--- src/rtl/csc_pkg.sv ---
`default_nettype none

package csc_pkg;

    localparam int VAL_W       = 56;
    localparam int CFG_W       = 55;
    localparam int RED_W       = 25;
    localparam int AGGR_W      = 29;
    localparam int MAXIT_W     = 8;
    localparam int CFG_IDX_W   = 3;
    localparam int OPND_W      = 64;
    localparam int PROD_W      = 2 * OPND_W;

    localparam int FRAC_BITS_DEF = 24;
    localparam int ITER_BITS_DEF = 8;

    localparam logic [CFG_IDX_W-1:0] CFG_MAX_STEP   = 3'd0;
    localparam logic [CFG_IDX_W-1:0] CFG_MIN_STEP   = 3'd1;
    localparam logic [CFG_IDX_W-1:0] CFG_START_STEP = 3'd2;
    localparam logic [CFG_IDX_W-1:0] CFG_REDUCE     = 3'd3;
    localparam logic [CFG_IDX_W-1:0] CFG_AGGR       = 3'd4;
    localparam logic [CFG_IDX_W-1:0] CFG_MAXIT      = 3'd5;

    localparam logic [VAL_W-1:0] SMAX = {1'b0, {(VAL_W-1){1'b1}}};
    localparam logic [VAL_W-1:0] SMIN = {1'b1, {(VAL_W-1){1'b0}}};

    typedef logic signed [VAL_W-1:0] val_t;

    // magnitude of a signed value; the most negative value maps to 2^55
    function automatic logic [VAL_W-1:0] mag_of(input logic [VAL_W-1:0] x);
        mag_of = x[VAL_W-1] ? (~x + 1'b1) : x;
    endfunction

    // negate with saturation of the most negative value
    function automatic logic [VAL_W-1:0] neg_sat(input logic [VAL_W-1:0] x);
        neg_sat = (x == SMIN) ? SMAX : (~x + 1'b1);
    endfunction

    // rebuild a signed value from sign and magnitude, saturating on overflow
    function automatic logic [VAL_W-1:0] make_val(input logic neg, input logic ovf,
                                                  input logic [VAL_W-2:0] m);
        logic [VAL_W-1:0] pos;
        pos = {1'b0, m};
        if (ovf)
            make_val = neg ? SMIN : SMAX;
        else
            make_val = neg ? (~pos + 1'b1) : pos;
    endfunction

endpackage

`default_nettype wire

--- src/rtl/csc_mul.sv ---
`default_nettype none

module csc_mul (
    input  wire logic                       clk,
    input  wire logic                       rst_n,
    input  wire logic                       start,
    input  wire logic [csc_pkg::OPND_W-1:0] a,
    input  wire logic [csc_pkg::OPND_W-1:0] b,
    output logic                            done,
    output logic [csc_pkg::PROD_W-1:0]      prod
);
    import csc_pkg::*;

    localparam int HALF_W = OPND_W / 2;

    logic                  busy_reg, busy_next;
    logic                  done_reg, done_next;
    logic [2:0]            cnt_reg, cnt_next;
    logic [1:0]            sh_reg;
    logic [OPND_W-1:0]     a_reg, b_reg;
    logic [OPND_W-1:0]     pp_reg;
    logic [PROD_W-1:0]     acc_reg, acc_next;
    logic [HALF_W-1:0]     a_sel, b_sel;
    logic [PROD_W-1:0]     pp_shift;

    assign a_sel = cnt_reg[1] ? a_reg[OPND_W-1:HALF_W] : a_reg[HALF_W-1:0];
    assign b_sel = cnt_reg[0] ? b_reg[OPND_W-1:HALF_W] : b_reg[HALF_W-1:0];

    always_comb
    begin
        case (sh_reg)
            2'd0:    pp_shift = {{OPND_W{1'b0}}, pp_reg};
            2'd1:    pp_shift = {{HALF_W{1'b0}}, pp_reg, {HALF_W{1'b0}}};
            default: pp_shift = {pp_reg, {OPND_W{1'b0}}};
        endcase
    end

    always_comb
    begin
        busy_next = busy_reg;
        done_next = 1'b0;
        cnt_next  = cnt_reg;
        acc_next  = acc_reg;
        if (start)
        begin
            busy_next = 1'b1;
            cnt_next  = 3'd0;
            acc_next  = '0;
        end
        else if (busy_reg)
        begin
            if (cnt_reg != 3'd0)
                acc_next = acc_reg + pp_shift;
            cnt_next = cnt_reg + 3'd1;
            if (cnt_reg == 3'd4)
            begin
                busy_next = 1'b0;
                done_next = 1'b1;
            end
        end
    end

    always_ff @(posedge clk or negedge rst_n)
    begin
        if (!rst_n)
        begin
            busy_reg <= 1'b0;
            done_reg <= 1'b0;
            cnt_reg  <= '0;
        end
        else
        begin
            busy_reg <= busy_next;
            done_reg <= done_next;
            cnt_reg  <= cnt_next;
        end
    end

    always_ff @(posedge clk)
    begin
        acc_reg <= acc_next;
        if (start)
        begin
            a_reg <= a;
            b_reg <= b;
        end
        // one partial product per cycle, added in the next
        pp_reg <= OPND_W'(a_sel) * OPND_W'(b_sel);
        sh_reg <= 2'({1'b0, cnt_reg[1]} + {1'b0, cnt_reg[0]});
    end

    assign done = done_reg;
    assign prod = acc_reg;

endmodule

`default_nettype wire

--- config.mk ---
export PLATFORM = sky130hd
export DESIGN_NAME = csc_mul
export DESIGN_NICKNAME = d
export VERILOG_FILES = /design/src/rtl/csc_pkg.sv /design/src/rtl/csc_mul.sv
export SDC_FILE = /design/constraint.sdc
export NUM_CORES = 2
export LEC_CHECK = 0
export ABC_AREA = 1
export ABC_CLOCK_PERIOD_IN_PS = 6400
export BUFFER_PORTS_ARGS = -buffer_cell sky130_fd_sc_hd__buf_2
export CAP_MARGIN = 20
export CORE_MARGIN = 3
export CORE_UTILIZATION = 40
export CTS_CLUSTER_SIZE = 16
export DETAILED_ROUTE_END_ITERATION = 10
export PLACE_DENSITY = 0.68
export SETUP_SLACK_MARGIN = 0.05
export SYNTH_ARGS = -nofsm -noshare
export SYNTH_HDL_FRONTEND = slang
export SYNTH_SLANG_ARGS = --single-unit
export TNS_END_PERCENT = 50
--- constraint.sdc ---
create_clock -name clk -period 6.4 [get_ports clk]
set_input_delay 0.96 -clock clk [delete_from_list [all_inputs] [get_ports clk]]
set_output_delay 0.96 -clock clk [all_outputs]
set_load 0.01 [all_outputs]
==> run summary <==
Synth top cells by count = nand2_1, inv_1, nor2_1
Crit path DAT = 7.96 ns
Die Width = 390 um
DR iter-0 viols = 4865
Die footprint = 0.152 mm2
Failing checks = setup timing
DRT Wirelength = 242 mm
Remaining Overflow, GRT = 0
Largest cells by area after synthesis = fa_1, nand2_1, inv_1
Worst R2R Path Depth = 30
Cells after synthesis = 8383
I/O pin total = 260
Cell family with most CP delay = adder cells
Outcome = finished, violations left
Antenna violations before repair = 4
Vias in the first global route = 57.4k
Final slew viol count = 0
Final core occ = 0.489
P&R area growth vs syn = 21.2%
Via count = 56.3k
Max reg flops = 128
Port Buffer Count = 259
Worst slew pin tran = 1.15 ns
Die Ht = 390 um
Filler instances = 14.5k
GPL Wtd Cong = 1.05
Hold WC Path Type = input pin to async pin
Max-slew headroom = 0.233
Post-DRT Antenna Nets = 0
Final min period = 7.40 ns
Worst-path clk slew = 0.06 ns
Htree depth = 2
Clk Tree Root Cell = clkbuf_16
Netlist Area Pre-Place = 0.0589 mm2
Global-route wire length before repair = 356 mm
Tcrit/Tclk final = 1.16
Peak Freq = 135 MHz
Worst setup margin = -1.00 ns
Hold Vio Cnt, Final = 0
Worst slack, placed = -1.34 ns
Total track usage = 0.317
Yosys reg bits = 327
Share of the synthesized area in the top cell type = 0.305
EDFF count, synth = 128
Clock Latency Late Sink = 0.67 ns
Largest net degree at the start of global routing = 158
Initial DRT Pass Iterations = 6
Worst r2r src = cnt_reg[1]
CP most frequent cell = fa_1
TritonCTS clock tree = yes
CTS sink cnt = 327
Mapped Avg Cell Area = 7.02 um2
Critical path class = register to register
Final std cell area, no fill = 0.0714 mm2
Crit start category = register
Wire length per cell = 21.7 um
Rows = 140
Yosys cell types = 50
Count leader, synth = nand2_1
Yosys top cell by area = fa_1
RSZ-0062 raised after global routing = yes
Layout cells sized above 1 = 0.178
Buf/Inv on CP = 11
CP endpoint kind = register
HPWL after DPL = 211 mm
Crit path max fanout = 25
CP peak stage delay = 0.57 ns
Max Cap Violations = 0
CTS max path bufs = 3
Ys flop type = dfxtp_1
Register area share after synthesis = 0.133
Core area = 0.146 mm2
Yosys synthesis warning count = 0
Critical path's slowest cell = fa_1
Starting Density = 0.403
Critical Path RT = 6.95 ns
R2r endpoint = pp_reg[50]
Reg2reg setup slack = -1.00 ns
Placement Cell Area = 0.0684 mm2
Syn nets = 9803
Nets@finish = 10.6k
Ys async rst share = 0.0153
Via density = 5.06
Endpoints failing setup = 53
Skew final = 0.0469 ns
Drc violations = 0
Clock buffer count from CTS = 42
## stage by stage
step	hold WS, ns	TNS, ns	std cells
after floorplan	0.458	-7.57	8383
after global placement	0.470	-50.57	11000
after detailed placement	0.482	-52.73	11000
after CTS	0.225	-36.84	11100
after global routing	0.247	-51.72	11100
final	0.267	-37.72	11100
## kinds of logic after synthesis
family,after synthesis,synth area share
AOI/OAI and AO/OA,510,0.0500
xor gates and xnor gates,117,0.0174
adders and majority gates,1289,0.388
buffers and inverters,2336,0.151
DFF,327,0.133
and+or+nand+nor,3804,0.260
## worst register-to-register path: cells and delay by family (launching register included)
family,cells,cell delay (ns)
XOR/XNOR,1,0.14
flip-flops,1,0.43
AND/OR/NAND/NOR,8,1.25
buffers and inverters,11,1.14
adder cells (fa/ha/maj),9,4.29
AO/OA/AOI/OAI,1,0.06
## cell type report
| type | count | area, um2 | share of cell area |
|---|---|---|---|
| clock buffers | 54 | 1150 | 0.0161 |
| repair buffers | 978 | 7810 | 0.109 |
| multi-input cells | 5720 | 43900 | 0.616 |
| flip-flops and latches | 327 | 7860 | 0.110 |
| clock inverters | 20 | 225 | 0.00316 |
| diodes | 1 | 2.50 | 0.0000351 |
| well taps | 1917 | 2400 | 0.0336 |
| inverters | 2112 | 7980 | 0.112 |
## what timing repair did
item	4_1_cts	5_1_grt
pin swaps	53	18
cloned	3	0
setup endpoints to repair	54	55
gates resized for setup	230	50
hold buffers	0	0
buffers inserted	37	8
## per-layer routing
metal	up-vias	global-route usage	routed length (um)
li1	26100	-	-
met3	590	0.0470	19600
met1	27000	0.402	96000
met2	2599	0.515	109000
met4	0	0.186	17800
met5	-	0	0
## layout by cell type (no fill, tap or decap), drive strengths merged, types with 7 or more instances in the layout
cell and count:
buf 978, xnor2 18, edfxtp 128, o21bai 21, clkinvlp 12, inv 2090, fa 897, xor2 99
a21oi 170, nor3 45, a21boi 7, a31oi 25, o211ai 11, or2 64, o21ai 189, clkbuf 54
dfxtp 194, nand3 209, nand2 2197, nand4 26, a21o 11, ha 392, clkinv 28, o21a 9
o22ai 64, nor2 1252
## worst max-delay path by stage
stage                            end  startpoint  slack, ns  cells after the start
after floorplan           pp_reg[47]  cnt_reg[0]      -0.33                     34
after global routing      pp_reg[53]  cnt_reg[0]      -1.22                     31
after detailed placement  pp_reg[50]  cnt_reg[1]      -1.34                     30
after global placement    pp_reg[46]  cnt_reg[1]      -1.28                     26
final                     pp_reg[50]  cnt_reg[1]      -1.00                     30
after CTS                 pp_reg[50]  cnt_reg[0]      -0.99                     31
Power is left out: the tool's default activity adds up to more than one toggle a clock period on the data nets, which glitch-free logic cannot reach.
