<file path="config.mk">
export PLATFORM = sky130hd
export DESIGN_NAME = csc_div
export DESIGN_NICKNAME = d
export VERILOG_FILES = /design/src/rtl/csc_pkg.sv /design/src/rtl/csc_div.sv
export SDC_FILE = /design/constraint.sdc
export NUM_CORES = 1
export LEC_CHECK = 0
export ABC_AREA = 1
export BUFFER_PORTS_ARGS = -buffer_cell sky130_fd_sc_hd__buf_4
export CORE_UTILIZATION = 30
export CTS_BUF_LIST = sky130_fd_sc_hd__clkbuf_4
export CTS_CLUSTER_DIAMETER = 80
export DETAILED_ROUTE_END_ITERATION = 16
export PLACE_DENSITY = 0.49
export SLEW_MARGIN = 20
export SYNTH_ARGS = -nofsm -noshare
export SYNTH_HDL_FRONTEND = slang
export SYNTH_SLANG_ARGS = --single-unit
export TNS_END_PERCENT = 5
</file>
<file path="constraint.sdc">
create_clock -name clk -period 4.25 [get_ports clk]
set_input_delay 1.275 -clock clk [delete_from_list [all_inputs] [get_ports clk]]
set_output_delay 1.275 -clock clk [all_outputs]
set_load 0.1 [all_outputs]
</file>
<file path="src/rtl/csc_pkg.sv">
`default_nettype none

package csc_pkg;

    localparam int VAL_W       = 56;
    localparam int CFG_W       = 55;
    localparam int RED_W       = 25;
    localparam int AGGR_W      = 29;
    localparam int MAXIT_W     = 8;
    localparam int CFG_IDX_W   = 3;
    localparam int OPND_W      = 64;
    localparam int PROD_W      = 2 * OPND_W;

    localparam int FRAC_BITS_DEF = 24;
    localparam int ITER_BITS_DEF = 8;

    localparam logic [CFG_IDX_W-1:0] CFG_MAX_STEP   = 3'd0;
    localparam logic [CFG_IDX_W-1:0] CFG_MIN_STEP   = 3'd1;
    localparam logic [CFG_IDX_W-1:0] CFG_START_STEP = 3'd2;
    localparam logic [CFG_IDX_W-1:0] CFG_REDUCE     = 3'd3;
    localparam logic [CFG_IDX_W-1:0] CFG_AGGR       = 3'd4;
    localparam logic [CFG_IDX_W-1:0] CFG_MAXIT      = 3'd5;

    localparam logic [VAL_W-1:0] SMAX = {1'b0, {(VAL_W-1){1'b1}}};
    localparam logic [VAL_W-1:0] SMIN = {1'b1, {(VAL_W-1){1'b0}}};

    typedef logic signed [VAL_W-1:0] val_t;

    // magnitude of a signed value; the most negative value maps to 2^55
    function automatic logic [VAL_W-1:0] mag_of(input logic [VAL_W-1:0] x);
        mag_of = x[VAL_W-1] ? (~x + 1'b1) : x;
    endfunction

    // negate with saturation of the most negative value
    function automatic logic [VAL_W-1:0] neg_sat(input logic [VAL_W-1:0] x);
        neg_sat = (x == SMIN) ? SMAX : (~x + 1'b1);
    endfunction

    // rebuild a signed value from sign and magnitude, saturating on overflow
    function automatic logic [VAL_W-1:0] make_val(input logic neg, input logic ovf,
                                                  input logic [VAL_W-2:0] m);
        logic [VAL_W-1:0] pos;
        pos = {1'b0, m};
        if (ovf)
            make_val = neg ? SMIN : SMAX;
        else
            make_val = neg ? (~pos + 1'b1) : pos;
    endfunction

endpackage

`default_nettype wire

</file>
<file path="src/rtl/csc_div.sv">
`default_nettype none

module csc_div #(
    parameter int DW = 80
) (
    input  wire logic                      clk,
    input  wire logic                      rst_n,
    input  wire logic                      start,
    input  wire logic [DW-1:0]             dividend,
    input  wire logic [csc_pkg::VAL_W-1:0] divisor,
    output logic                           done,
    output logic [DW-1:0]                  quot
);
    import csc_pkg::*;

    localparam int CW = $clog2(DW + 1);

    logic                busy_reg;
    logic                done_reg;
    logic [CW-1:0]       cnt_reg;
    logic [VAL_W-1:0]    rem_reg;
    logic [VAL_W-1:0]    dvs_reg;
    logic [DW-1:0]       q_reg;
    logic [VAL_W:0]      trial;
    logic                fits;

    assign trial = {rem_reg, q_reg[DW-1]};
    assign fits  = trial >= {1'b0, dvs_reg};

    always_ff @(posedge clk or negedge rst_n)
    begin
        if (!rst_n)
        begin
            busy_reg <= 1'b0;
            done_reg <= 1'b0;
            cnt_reg  <= '0;
        end
        else
        begin
            done_reg <= 1'b0;
            if (start)
            begin
                busy_reg <= 1'b1;
                cnt_reg  <= '0;
            end
            else if (busy_reg)
            begin
                cnt_reg <= cnt_reg + 1'b1;
                if (cnt_reg == CW'(DW - 1))
                begin
                    busy_reg <= 1'b0;
                    done_reg <= 1'b1;
                end
            end
        end
    end

    // restoring division, one quotient bit per cycle
    always_ff @(posedge clk)
    begin
        if (start)
        begin
            q_reg   <= dividend;
            rem_reg <= '0;
            dvs_reg <= divisor;
        end
        else if (busy_reg)
        begin
            rem_reg <= fits ? VAL_W'(trial - {1'b0, dvs_reg}) : VAL_W'(trial);
            q_reg   <= {q_reg[DW-2:0], fits};
        end
    end

    assign done = done_reg;
    assign quot = q_reg;

endmodule

`default_nettype wire

</file>
==> summary by stage <==
Drt
The first TritonRoute pass finished after 5 iterations. For this block, the initial DRC count from the detailed router was 630. The number of remaining DRC errors is 0. Detailed routing inserted a total of 12.42k vias. Using the TritonRoute via totals, the vias-per-cell ratio works out to roughly 4.4.

Dividing the detail-routed wire length by the instance count gives around 16 um. For this block, the routed nets add up to ~44000 um of wire. In this run the remaining antenna-violating nets after routing total 0.

Clock network
The deepest level of the CTS H-tree is 2. Buffers inserted to repair hold after CTS numbered 0. The later pin in the worst-skew pair is clocked with a latency of about 0.81 ns. The worst-case clock buffer depth is 3.

The post-CTS clock slew at the launch and capture registers of the worst setup and hold paths is ~0.07 ns. The number of gates resized after CTS was 0. Post-CTS timing repair inserted 0 buffers for setup. The sink count of the clock tree is 201. The master cell of the clock root buffer is sky130_fd_sc_hd__clkbuf_4. TritonCTS built the clock tree. The number of buffers created by CTS is 60.

Power
Across the VDD grid, the largest voltage drop is 0.0002600 V. In this run the power density over the cells is approximately 350 nW/um2. The leakage power figure is 8.422 nW.

Critical path
In this run the worst setup path terminates at rem_reg[36]. The arrival time at the worst endpoint is between 3 and 4 ns. The critical path in this run is classified as flop to flop. The path depth of the worst reg2reg path is 14. The worst setup path is launched from a flop. The kind of end point of the critical path is a flop. The end of the worst register-to-register path is rem_reg[36].

In this run the critical register-to-register path is launched from dvs_reg[22]. The data required time of the critical path is approximately 4.9 ns. For flop-to-flop paths, the worst setup slack is roughly 1.2 ns.

The worst setup path startpoint is dvs_reg[22]. The largest driver fanout on the critical path is 54.

STA
Setup total negative slack on the finished layout was measured at 0 ns. The share of the cycle needed by the critical path after routing is between 70% and 80%. For the pin with the worst max-slew slack, the measured transition is ~0.67 ns. The total setup violations reported at the end of the flow is 0.

The total count of hold-check failures in the final report is 0. Setup repair after global routing left no endpoint under its margin. On the final layout, the worst clock skew is between 0.05 and 0.06 ns. In this run the tightest slew margin relative to its limit is 55.35%. Static timing analysis puts the maximum clock frequency at 0.3242 GHz.

The shortest period the worst path allows is around 3.1 ns. The number of pins with negative max-slew slack in the final report is 0. Hold is met by between 0.2 and 0.3 ns.

Yosys
The netlist uses 37 different library cells. The fraction of registers with async set or reset after synthesis is 4.478%. The number of enable flip-flop cells after synthesis is between 100 and 150. Synthesis handed over a netlist of approximately 1.9k instances. In the synthesized netlist the dominant register cell turns out to be sky130_fd_sc_hd__edfxtp_1. Sequential cells were found to cover 41.33% of the synthesized design area. The post-synthesis area per instance is ~6.8 um2.

For this run, the number of Yosys warnings is 0. The post-synthesis net count is ~2.1k. In this run, synthesis produced a sequential element count of between 200 and 250. The cell area after technology mapping is 13140 um2.

Global routing
The number of global-route vias before repair is 12.58k. The total overflow reported by the global router is 0. The number of antenna violations at the first check in global routing was 2.

The wire length of the first global-routing pass is approximately 69000 um. Entering global routing, the biggest net connects approximately 110 pins. Global routing used roughly 20% of the available tracks.

Floorplan
The horizontal die dimension is about 210 um. The number of standard-cell rows in the floorplan is between 70 and 80. The overall die height is around 210 um. The floorplan step defined a die boundary enclosing between 40000 and 50000 um2.

The starting utilization of the core area is 30.44%. The I/O pin total is 220. The core outline area is ~43000 um2.

Finish
The area used by sequential logic in the layout is approximately 5400 um2. In the layout the commonest cells are 834 x sky130_fd_sc_hd__nand2_1, 310 x sky130_fd_sc_hd__inv_1, 229 x sky130_fd_sc_hd__buf_4, 178 x sky130_fd_sc_hd__nor2_1, 136 x sky130_fd_sc_hd__edfxtp_1. The count of filler cells inserted in the layout is around 4.8k. In the final layout, the multi-input gates occupy between 6000 and 7000 um2.

In the final design database the tool counted around 2.4k nets. The register with the most flip-flops in the layout has 80 of them. The area growth from synthesis to layout is 23.44%.

Cells with a size suffix above 1 make up between 10% and 20% of the layout. Once layout is done, the placed cells without fillers occupy roughly 16000 um2. For this run, the share of the core covered by cells in the final layout is between 30 and 40%.

Leaving out fill and tap cells, the most frequent cell in the layout is sky130_fd_sc_hd__nand2_1.

Placement
At the end of routability-driven placement, the weighted congestion stood at approximately 0.96. Port buffering added 219 buffers. The wire-length estimate of the detail-placed layout is 34420 um. The standard cell area after detailed placement is 15440 um2.

Run status
The run finished with clean final reports.

Min path
The class of the worst hold path is primary input to async pin.

Job
The tool flagged a number of max-cap violations equal to 0.
## per-layer routing
layer,wire length (um),vias to the layer above,GRT usage [%]
met1,20300,5570,25.96
met3,3205,63,5.962
met5,0,-,0
li1,-,6485,-
met2,19590,304,32.20
met4,983,0,6.322
## power by group
part | internal [W] | switching, W
registers | 0.00224 | 0.0000751
logic | 0.000368 | 0.00100
clock network | 0.000988 | 0.000932
total | 0.00359 | 0.00201
## per-stage QoR
| step | power (W) | instances | worst slack, ns |
|---|---|---|---|
| after detailed placement | 0.003732 | 2701 | 1.118 |
| after CTS | 0.005726 | 2813 | 1.110 |
| after global routing | 0.005931 | 2815 | 0.8139 |
| after floorplan | 0.003330 | 1927 | 1.135 |
| final | 0.005603 | 2815 | 1.166 |
| after global placement | 0.003733 | 2701 | 1.142 |
## synth_stat cells (3+ instances only)
| cell | count | area share (%) |
|---|---|---|
| sky130_fd_sc_hd__ha_1 | 57 | 5.4 |
| sky130_fd_sc_hd__inv_1 | 311 | 8.9 |
| sky130_fd_sc_hd__o21bai_1 | 5 | 0.29 |
| sky130_fd_sc_hd__a21oi_1 | 51 | 1.9 |
| sky130_fd_sc_hd__dfrtp_1 | 9 | 1.7 |
| sky130_fd_sc_hd__xnor2_1 | 25 | 1.7 |
| sky130_fd_sc_hd__nand2_2 | 4 | 0.19 |
| sky130_fd_sc_hd__nand4_1 | 26 | 1.2 |
| sky130_fd_sc_hd__inv_2 | 12 | 0.34 |
| sky130_fd_sc_hd__buf_4 | 3 | 0.17 |
| sky130_fd_sc_hd__xor2_1 | 4 | 0.27 |
| sky130_fd_sc_hd__dfxtp_1 | 56 | 8.5 |
| sky130_fd_sc_hd__nand3_1 | 96 | 3.7 |
| sky130_fd_sc_hd__nor2_2 | 5 | 0.24 |
| sky130_fd_sc_hd__nor3_1 | 10 | 0.38 |
| sky130_fd_sc_hd__nor4_1 | 3 | 0.14 |
| sky130_fd_sc_hd__o21ai_0 | 33 | 1.3 |
| sky130_fd_sc_hd__a21o_1 | 4 | 0.23 |
| sky130_fd_sc_hd__buf_2 | 3 | 0.11 |
| sky130_fd_sc_hd__nor2_4 | 3 | 0.26 |
| sky130_fd_sc_hd__nand3_2 | 11 | 0.84 |
| sky130_fd_sc_hd__nor2_1 | 179 | 5.1 |
| sky130_fd_sc_hd__clkbuf_1 | 31 | 0.89 |
| sky130_fd_sc_hd__edfxtp_1 | 136 | 31 |
| sky130_fd_sc_hd__nand2_1 | 834 | 24 |
## critical path: stages, from the launching register on
cell	delay, ns
sky130_fd_sc_hd__edfxtp_1	0.33
sky130_fd_sc_hd__inv_1	0.05
sky130_fd_sc_hd__ha_1	0.36
sky130_fd_sc_hd__nand2_1	0.12
sky130_fd_sc_hd__nor2_1	0.24
sky130_fd_sc_hd__nand2_1	0.14
sky130_fd_sc_hd__nor2_1	0.12
sky130_fd_sc_hd__nand2_1	0.06
sky130_fd_sc_hd__nand3_1	0.23
sky130_fd_sc_hd__nand2_2	0.33
sky130_fd_sc_hd__nand3_4	0.17
sky130_fd_sc_hd__buf_4	0.49
sky130_fd_sc_hd__nand3_1	0.15
sky130_fd_sc_hd__nand2_1	0.10
sky130_fd_sc_hd__nand2_1	0.05
## worst min path at each step
stage | to | slack (ns) | depth (start not counted)
after global routing | cnt_reg[5] | 0.22 | 1
after global placement | rem_reg[55] | 0.46 | 2
final | cnt_reg[5] | 0.28 | 1
after detailed placement | rem_reg[54] | 0.46 | 2
after CTS | cnt_reg[5] | 0.19 | 1
after floorplan | rem_reg[55] | 0.45 | 2
## layout make-up
type	count	area share [%]
diodes	2	0.03085
clock buffers	92	4.258
clock inverters	20	0.5400
inverters	324	7.505
multi-input cells	1360	38.83
flip-flops and latches	201	33.48
well taps	585	4.512
repair buffers	231	10.85
## cell families after synthesis
| kind of cell | after synthesis | share of synthesized area [%] |
|---|---|---|
| adders and majority gates | 58 | 5.580 |
| xor gates and xnor gates | 29 | 1.933 |
| buffers and inverters | 366 | 10.85 |
| AOI/OAI and AO/OA | 95 | 3.895 |
| and+or+nand+nor | 1178 | 36.41 |
| DFF | 201 | 41.33 |
No activity file was read; power rests on OpenSTA's default activity.
